### src/hdl/hdtc_pkg.sv
`timescale 1ns / 1ps
// Package for the humidity dosing time calculator.
// Holds the coefficient bundle type, pipeline depth and the fixed-point
// reciprocal constants. Depends on nothing.
package hdtc_pkg;

  // Number of register stages from input acceptance to the output register.
  localparam int Stages = 10;

  // Reset value of the dosing multiplier, in hundredths.
  localparam logic [9:0] MultReset = 10'd100;

  // Period: floor(3*s/80) computed as (3*s*3277) >> 18, exact for 3*s <= 3600.
  localparam logic [11:0] PeriodRecip = 12'd3277;

  // Pump: the product is divided by 8e9 = 2^12 * 1953125.
  // After the shift, floor(2^40/1953125) gives a quotient at most one low.
  localparam logic [20:0] PumpDiv   = 21'd1953125;
  localparam logic [19:0] PumpRecip = 20'd562949;

  // Nebulizer: x/2000 = (x >> 4)/125, (y*8389) >> 20 is exact for y <= 5625.
  localparam logic [13:0] NebRecip = 14'd8389;

  // Nebulizer base factor, 0.1 in units of 1/2000.
  localparam logic [10:0] NebBase = 11'd200;

  // Clamped piecewise-linear coefficients, each in its own fixed unit.
  typedef struct packed {
    logic [8:0]  kt1;  // 1/400
    logic [9:0]  kh1;  // 1/800
    logic [8:0]  kt2;  // 1/200
    logic [9:0]  kh2;  // 1/1000
    logic [8:0]  kbs;  // boost sum, 1/400
    logic [10:0] krs;  // nebulizer extras sum, 1/2000
  } coef_t;

endpackage

### src/hdl/hdtc_coef.sv
`timescale 1ns / 1ps
// Coefficient unit: clamped piecewise-linear terms from one reading pair.
// Depends on hdtc_pkg for the coefficient bundle type.
module hdtc_coef
  import hdtc_pkg::*;
(
  input  logic [10:0] temperature_deci,
  input  logic [9:0]  humidity_milli,
  output coef_t       coef
);

  logic [8:0]  kt1;
  logic [8:0]  kt2;
  logic [9:0]  kh1;
  logic [9:0]  kh2;
  logic [7:0]  kbt;
  logic [8:0]  kbh;
  logic [9:0]  krt;
  logic [9:0]  krh;
  logic [8:0]  kbs;
  logic [10:0] krs;
  logic [6:0]  t_off;
  logic [8:0]  h_off;

  // Temperature terms.
  always_comb begin
    t_off = 7'(temperature_deci - 11'd300);
    if (temperature_deci < 11'd100) begin
      kt1 = 9'd300;
      kt2 = 9'd100;
    end else if (temperature_deci > 11'd300) begin
      kt1 = 9'd100;
      kt2 = 9'd300;
    end else begin
      kt1 = 9'(11'd400 - temperature_deci);
      kt2 = temperature_deci[8:0];
    end
    if (temperature_deci < 11'd300) begin
      kbt = 8'd100;
      krt = 10'd0;
    end else if (temperature_deci > 11'd400) begin
      kbt = 8'd200;
      krt = 10'd900;
    end else begin
      kbt = 8'(temperature_deci - 11'd200);
      krt = {3'd0, t_off} + {t_off, 3'd0};
    end
  end

  // Humidity terms.
  always_comb begin
    h_off = 9'(10'd500 - humidity_milli);
    if (humidity_milli < 10'd400) begin
      kh1 = 10'd200;
      kh2 = 10'd600;
    end else if (humidity_milli > 10'd800) begin
      kh1 = 10'd600;
      kh2 = 10'd200;
    end else begin
      kh1 = humidity_milli - 10'd200;
      kh2 = 10'd1000 - humidity_milli;
    end
    if (humidity_milli < 10'd200) begin
      kbh = 9'd300;
    end else if (humidity_milli > 10'd400) begin
      kbh = 9'd100;
    end else begin
      kbh = h_off;
    end
    if (humidity_milli < 10'd200) begin
      krh = 10'd900;
    end else if (humidity_milli > 10'd500) begin
      krh = 10'd0;
    end else begin
      krh = {1'b0, h_off} + {h_off, 1'b0};
    end
  end

  // Sums used by the pump boost and the nebulizer factor.
  assign kbs = {1'b0, kbt} + kbh;
  assign krs = {1'b0, krt} + {1'b0, krh};

  // Bundle the terms in the order of the coefficient type.
  assign coef = {kt1, kh1, kt2, kh2, kbs, krs};

endmodule

### src/hdl/humidity_dosing_time_calculator.sv
`timescale 1ns / 1ps
// Stages 1 to 10 each hold one request, stage 10 being the output register; the stall
// enable ripples back only through full stages, so bubbles are squeezed out.
// Throughput: one request per cycle while out_ready is high.
// Reset (rst, synchronous): all stages empty, dosing multiplier set to 100.
// Depends on hdtc_pkg and hdtc_coef.
module humidity_dosing_time_calculator
  import hdtc_pkg::*;
(
  input  logic        clk,
  input  logic        rst,
  input  logic        cfg_valid,
  output logic        cfg_ready,
  input  logic [9:0]  cfg_data,
  input  logic        in_valid,
  output logic        in_ready,
  input  logic [10:0] temperature_deci,
  input  logic [9:0]  humidity_milli,
  output logic        out_valid,
  input  logic        out_ready,
  output logic [5:0]  period_seconds,
  output logic [5:0]  pump_seconds,
  output logic [5:0]  nebulizer_seconds
);

  logic [9:0]      dosing_multiplier;
  logic [Stages-1:0] vld;
  logic [Stages:0]   en;
  coef_t           coef_in;

  // Stage registers.
  coef_t       s1_coef;
  logic [23:0] s2_pprod;
  logic [17:0] s2_a;
  logic [8:0]  s2_kbs;
  logic [10:0] s2_krs;
  logic [5:0]  s3_period;
  logic [26:0] s3_b;
  logic [10:0] s3_krs;
  logic [5:0]  s4_period;
  logic [36:0] s4_c;
  logic [10:0] s4_krs;
  logic [5:0]  s5_period;
  logic [29:0] s5_pp;
  logic [10:0] s5_krs;
  logic [5:0]  s6_period;
  logic [29:0] s6_pp;
  logic [9:0]  s6_qe;
  logic [10:0] s6_krs;
  logic [5:0]  s7_period;
  logic [9:0]  s7_qe;
  logic [21:0] s7_r;
  logic [10:0] s7_krs;
  logic [5:0]  s8_period;
  logic [5:0]  s8_pump;
  logic [10:0] s8_krs;
  logic [5:0]  s9_period;
  logic [5:0]  s9_pump;
  logic [16:0] s9_nx;
  logic [5:0]  s10_period;
  logic [5:0]  s10_pump;
  logic [5:0]  s10_neb;

  // Combinational values between stages.
  logic [10:0] s2_sum;
  logic [11:0] s2_x;
  logic [23:0] s2_pprod_next;
  logic [18:0] s2_a_next;
  logic [42:0] s5_prod;
  logic [49:0] s6_prod;
  logic [30:0] s7_qd;
  logic [29:0] s7_diff;
  logic [10:0] s8_q;
  logic [10:0] s9_factor;
  logic [25:0] s10_prod;

  hdtc_coef u_coef (
    .temperature_deci (temperature_deci),
    .humidity_milli   (humidity_milli),
    .coef             (coef_in)
  );

  // Configuration register; writes are always taken.
  assign cfg_ready = 1'b1;

  always_ff @(posedge clk) begin
    if (rst) begin
      dosing_multiplier <= MultReset;
    end else if (cfg_valid) begin
      dosing_multiplier <= cfg_data;
    end
  end

  // A stage loads when it is empty or when its contents move on.
  always_comb begin
    en[Stages] = out_ready;
    for (int i = Stages - 1; i >= 0; i--) begin
      en[i] = !vld[i] || en[i+1];
    end
  end

  assign in_ready  = en[0];
  assign out_valid = vld[Stages-1];

  // Valid bits travel with the data.
  always_ff @(posedge clk) begin
    if (rst) begin
      vld <= '0;
    end else begin
      if (en[0]) begin
        vld[0] <= in_valid;
      end
      for (int i = 1; i < Stages; i++) begin
        if (en[i]) begin
          vld[i] <= vld[i-1];
        end
      end
    end
  end

  // Stage 1: coefficients.
  always_ff @(posedge clk) begin
    if (en[0]) begin
      s1_coef <= coef_in;
    end
  end

  // Stage 2: period numerator times reciprocal, and KT2 times KH2.
  assign s2_sum        = {1'b0, s1_coef.kt1, 1'b0} + {1'b0, s1_coef.kh1};
  assign s2_x          = {1'b0, s2_sum} + {s2_sum, 1'b0};
  assign s2_pprod_next = s2_x * PeriodRecip;
  assign s2_a_next     = s1_coef.kt2 * s1_coef.kh2;

  always_ff @(posedge clk) begin
    if (en[1]) begin
      s2_pprod <= s2_pprod_next;
      s2_a     <= s2_a_next[17:0];
      s2_kbs   <= s1_coef.kbs;
      s2_krs   <= s1_coef.krs;
    end
  end

  // Stage 3: period, and the boost product.
  always_ff @(posedge clk) begin
    if (en[2]) begin
      s3_period <= s2_pprod[23:18];
      s3_b      <= s2_a * s2_kbs;
      s3_krs    <= s2_krs;
    end
  end

  // Stage 4: scale by the dosing multiplier.
  always_ff @(posedge clk) begin
    if (en[3]) begin
      s4_period <= s3_period;
      s4_c      <= s3_b * dosing_multiplier;
      s4_krs    <= s3_krs;
    end
  end

  // Stage 5: scale by the period and drop the power-of-two part of the divisor.
  assign s5_prod = s4_c * s4_period;

  always_ff @(posedge clk) begin
    if (en[4]) begin
      s5_period <= s4_period;
      s5_pp     <= s5_prod[41:12];
      s5_krs    <= s4_krs;
    end
  end

  // Stage 6: quotient estimate by reciprocal, at most one low.
  assign s6_prod = s5_pp * PumpRecip;

  always_ff @(posedge clk) begin
    if (en[5]) begin
      s6_period <= s5_period;
      s6_pp     <= s5_pp;
      s6_qe     <= s6_prod[49:40];
      s6_krs    <= s5_krs;
    end
  end

  // Stage 7: remainder of the estimate.
  assign s7_qd   = s6_qe * PumpDiv;
  assign s7_diff = s6_pp - s7_qd[29:0];

  always_ff @(posedge clk) begin
    if (en[6]) begin
      s7_period <= s6_period;
      s7_qe     <= s6_qe;
      s7_r      <= s7_diff[21:0];
      s7_krs    <= s6_krs;
    end
  end

  // Stage 8: correct the quotient and clamp it to the period.
  assign s8_q = {1'b0, s7_qe} + {10'd0, (s7_r >= {1'b0, PumpDiv})};

  always_ff @(posedge clk) begin
    if (en[7]) begin
      s8_period <= s7_period;
      s8_pump   <= (s8_q > {5'd0, s7_period}) ? s7_period : s8_q[5:0];
      s8_krs    <= s7_krs;
    end
  end

  // Stage 9: nebulizer numerator.
  assign s9_factor = NebBase + s8_krs;

  always_ff @(posedge clk) begin
    if (en[8]) begin
      s9_period <= s8_period;
      s9_pump   <= s8_pump;
      s9_nx     <= s8_pump * s9_factor;
    end
  end

  // Stage 10: divide by 2000 and hold the result for the consumer.
  assign s10_prod = s9_nx[16:4] * NebRecip;

  always_ff @(posedge clk) begin
    if (en[9]) begin
      s10_period <= s9_period;
      s10_pump   <= s9_pump;
      s10_neb    <= s10_prod[25:20];
    end
  end

  assign period_seconds    = s10_period;
  assign pump_seconds      = s10_pump;
  assign nebulizer_seconds = s10_neb;

`ifndef SYNTH
  // A ready consumer lets the whole pipeline move.
  a_ready_flow: assert property (@(posedge clk) disable iff (rst)
    out_ready |-> in_ready)
    else $error("input stalled while output is ready");

  // The pump never runs longer than the period.
  a_pump_clamp: assert property (@(posedge clk) disable iff (rst)
    out_valid |-> (pump_seconds <= period_seconds))
    else $error("pump time exceeds period");

  // The period stays within its coefficient limits.
  a_period_range: assert property (@(posedge clk) disable iff (rst)
    out_valid |-> (period_seconds >= 6'd15 && period_seconds <= 6'd45))
    else $error("period out of range");

  // The nebulizer factor never exceeds one.
  a_neb_bound: assert property (@(posedge clk) disable iff (rst)
    out_valid |-> (nebulizer_seconds <= pump_seconds))
    else $error("nebulizer time exceeds pump time");

  // A full stage that cannot move keeps its request.
  a_mid_hold: assert property (@(posedge clk) disable iff (rst)
    (vld[4] && !en[4]) |=> (vld[4] && $stable(s5_pp)))
    else $error("stalled stage lost its request");
`endif

endmodule
### config.mk
export PLATFORM = sky130hd
export DESIGN_NAME = humidity_dosing_time_calculator
export DESIGN_NICKNAME = d
export VERILOG_FILES = /design/src/hdl/hdtc_pkg.sv /design/src/hdl/hdtc_coef.sv /design/src/hdl/humidity_dosing_time_calculator.sv
export SDC_FILE = /design/constraint.sdc
export NUM_CORES = 2
export LEC_CHECK = 0
export ABC_AREA = 0
export BUFFER_PORTS_ARGS = -buffer_cell sky130_fd_sc_hd__buf_4
export CAP_MARGIN = 25
export CORE_MARGIN = 2
export CORE_UTILIZATION = 55
export CTS_CLUSTER_SIZE = 14
export DETAILED_ROUTE_END_ITERATION = 8
export GPL_TIMING_DRIVEN = 0
export PLACE_DENSITY = 0.78
export SLEW_MARGIN = 20
export SYNTH_ARGS = -nofsm -noshare
export SYNTH_HDL_FRONTEND = slang
export SYNTH_SLANG_ARGS = --single-unit
### constraint.sdc
create_clock -name clk -period 13.5 [get_ports clk]
set_input_delay 1.35 -clock clk [delete_from_list [all_inputs] [get_ports clk]]
set_output_delay 1.35 -clock clk [all_outputs]
set_load 0.1 [all_outputs]
==> impl_metrics.env <==
export IMPL_grt_pass1_vias=39122
export IMPL_relSlewSlack_pct=33.18
export IMPL_clock_skew_ns=0.01869
export IMPL_antenna_found_initial=3
export IMPL_min_period_ns=7.826
export IMPL_cts_root_buf="clkbuf_16"
export IMPL_ys_flop_type="edfxtp_1"
export IMPL_area_delta_synth_final_pct=6.914
export IMPL_nets=6974
export IMPL_synth_top_family_by_area="adder cells"
export IMPL_top_layer_used="met4"
export IMPL_yosys_cell_types_count=90
export IMPL_met3_length_mm=7.931
export IMPL_startpoint_type="register"
export IMPL_path_clk_slew_ns=0.06
export IMPL_die_area_mm2=0.1024
export IMPL_synth_compound_area_share_pct=6.189
export IMPL_synth_cells=5255
export IMPL_final_common_cell="inv_1"
export IMPL_yosys_area_share_simple_pct=11.41
export IMPL_rsz0062_at_grt="false"
export IMPL_synthesis_area_mm2=0.05491
export IMPL_viasPerCell=5.507
export IMPL_crit_type="register to register"
export IMPL_post_synth_cell_area_avg_um2=10.45
export IMPL_wl_mm=116.3
export IMPL_postCtsSetupBuffers=0
export IMPL_synth_xor_area_share_pct=4.026
export IMPL_port_buffers=48
export IMPL_syn_num_nets=6867
export IMPL_grt_first_pass_wirelength_mm=197.0
export IMPL_post_dp_hpwl_mm=94.71
export IMPL_die_h_um=320.0
export IMPL_start_util_pct=55.63
export IMPL_wl_met1_mm=48.81
export IMPL_drtIter0Drc=2365
export IMPL_ys_seq_area_share_pct=23.10
export IMPL_place_gp_congestion=0.9422
export IMPL_max_stage_delay_ns=0.62
export IMPL_h_tree_depth=2
export IMPL_max_freq_mhz=127.8
export IMPL_num_vias=36840
export IMPL_critical_path_top_delay_family="adder cells"
export IMPL_cp_arrival_ns=8.18
export IMPL_dr_wl_met2_mm=56.00
export IMPL_ctsResizeCount=0
export IMPL_yosys_warnings=0
export IMPL_ant_nets=0
export IMPL_hold_viol_final=0
export IMPL_firstDrtPassIters=6
export IMPL_synthTopCellsByArea="fa_1 30%, edfxtp_1 22%, ha_1 17%, inv_1 7.0%, nand2_1 4.2%"
export IMPL_drive_above_1_share_pct=3.573
export IMPL_core_area_mm2=0.09871
export IMPL_cts_buffers=48
export IMPL_tns_ns=0
export IMPL_clk_latency_ns=0.62
export IMPL_grt_max_degree=55
export IMPL_outcome="finished clean"
export IMPL_worstPathMaxFanout=5
export IMPL_wl_per_cell_um=17.38
export IMPL_clockBufferDepth=3
export IMPL_ios=57
export IMPL_synth_fa_ha_area_share_pct=47.11
export IMPL_drv_cap=0
export IMPL_crit_slowest_cell="a2111oi_0"
export IMPL_most_common_layout_cells="1020 x inv_1, 819 x fa_1, 757 x ha_1"
export IMPL_fp_row_count=115
export IMPL_cts_tree="built"
export IMPL_clock_sinks=429
export IMPL_min_path_type="register to register"
export IMPL_synth_edff_count=409
export IMPL_drc=0
export IMPL_grt_overflow=0
export IMPL_async_flop_share_pct=0
export IMPL_hold_buffers=0
export IMPL_finalSetupViolations=0
export IMPL_die_w_um=320.0
export IMPL_yosysTopAreaCellShare_pct=29.86
export IMPL_crit_required_ns=13.85
export IMPL_final_max_slew_viol_count=0
export IMPL_worstMarginPinSlew_ns=1.002
export IMPL_finalCritPeriodShare_pct=57.97
export IMPL_crit_buf_inv=4
export IMPL_crit_path_end_kind="register"
export IMPL_ys_ff_latch=429
export IMPL_synth_area_mux_share_pct=0.2051
export IMPL_yosysTopAreaCell="fa_1"
export IMPL_grtUsageTotal_pct=23.86
export IMPL_utilization_pct=59.47
-- synth_stat cells (4+ instances only) --
library cell and count:
nand2_1 613, a2111oi_0 8, buf_2 5, o31ai_1 6, nor3_1 43, a21oi_1 175
a21boi_0 9, o21ai_1 8, and3_1 22, a211o_1 7, o21ai_0 87, o21bai_1 23
o211ai_1 8, or2_2 6, dfxtp_1 20, fa_1 819, o21a_1 26, xor2_1 73
ha_1 757, or3_1 14, a31o_2 6, clkbuf_1 130, nor4_1 5, a211oi_1 20
nand3_1 40, a31oi_1 8, a21o_1 60, a41o_1 4, xnor2_1 163, edfxtp_1 409
nor2_1 171, inv_1 1022, and2_1 302, nand4_1 21, o21ba_2 4, mux2i_1 9
nand2b_1 33, nor2b_1 34
-- flip-flops by register name, indices dropped and copies added (netlist names), 9 cells and up --
signal,flops
s1_coef,56
s4_c,37
s5_pp,30
s3_b,27
s6_pp,22
s7_r,22
s2_a,18
s9_nx,13
s2_krs,11
s3_krs,11
s4_krs,11
s5_krs,11
s6_krs,11
s7_krs,11
s8_krs,11
dosing_multiplier,10
s6_qe,10
s7_qe,10
vld,10
s2_kbs,9
-- cell families after synthesis --
group                      after synthesis
AOI/OAI and AO/OA                      510
xor gates and xnor gates               243
adders and majority gates             1576
buffers and inverters                 1161
DFF                                    429
muxes                                   11
other                                    1
and+or+nand+nor                       1324
-- area by class of cell --
cell class | count | area (µm²)
diodes | 2 | 5.005
plain buffers | 139 | 531.8
clock buffers | 59 | 1304
clock inverters | 30 | 326.6
fillers | 7925 | 40000
inverters | 1022 | 3836
multi-input cells | 3665 | 37900
flip-flops and latches | 429 | 12680
well taps | 1287 | 1610
repair buffers | 57 | 513.0
-- per-stage QoR --
step                worst slack (ns)  hold WS, ns  cells  cell area [µm²]
floorplan                      6.034       0.4003   5255            54910
global placement               3.484       0.4010   6590            56880
detailed placement             5.666       0.4045   6597            57050
CTS                            5.603       0.4161   6686            58680
global route                   5.077       0.4217   6690            58710
finish                         5.674       0.4135   6690            58710
-- final timing paths --
check             cells after the start           end        start  slack, ns
setup reg to reg                     27  s2_pprod[23]  s1_coef[49]       5.67
hold reg to reg                       0     s5_krs[5]    s4_krs[5]       0.41
hold / removal                        0     s5_krs[5]    s4_krs[5]       0.41
setup / recovery                     27  s2_pprod[23]  s1_coef[49]       5.67
-- metal layers --
metal,track usage (%),up-vias
li1,-,17008
met1,31.66,18515
met2,40.37,1094
met3,3.913,223
met4,7.178,0
met5,0,-
Power is left out: the tool's default activity adds up to more than one toggle a clock period on the data nets, which glitch-free logic cannot reach.
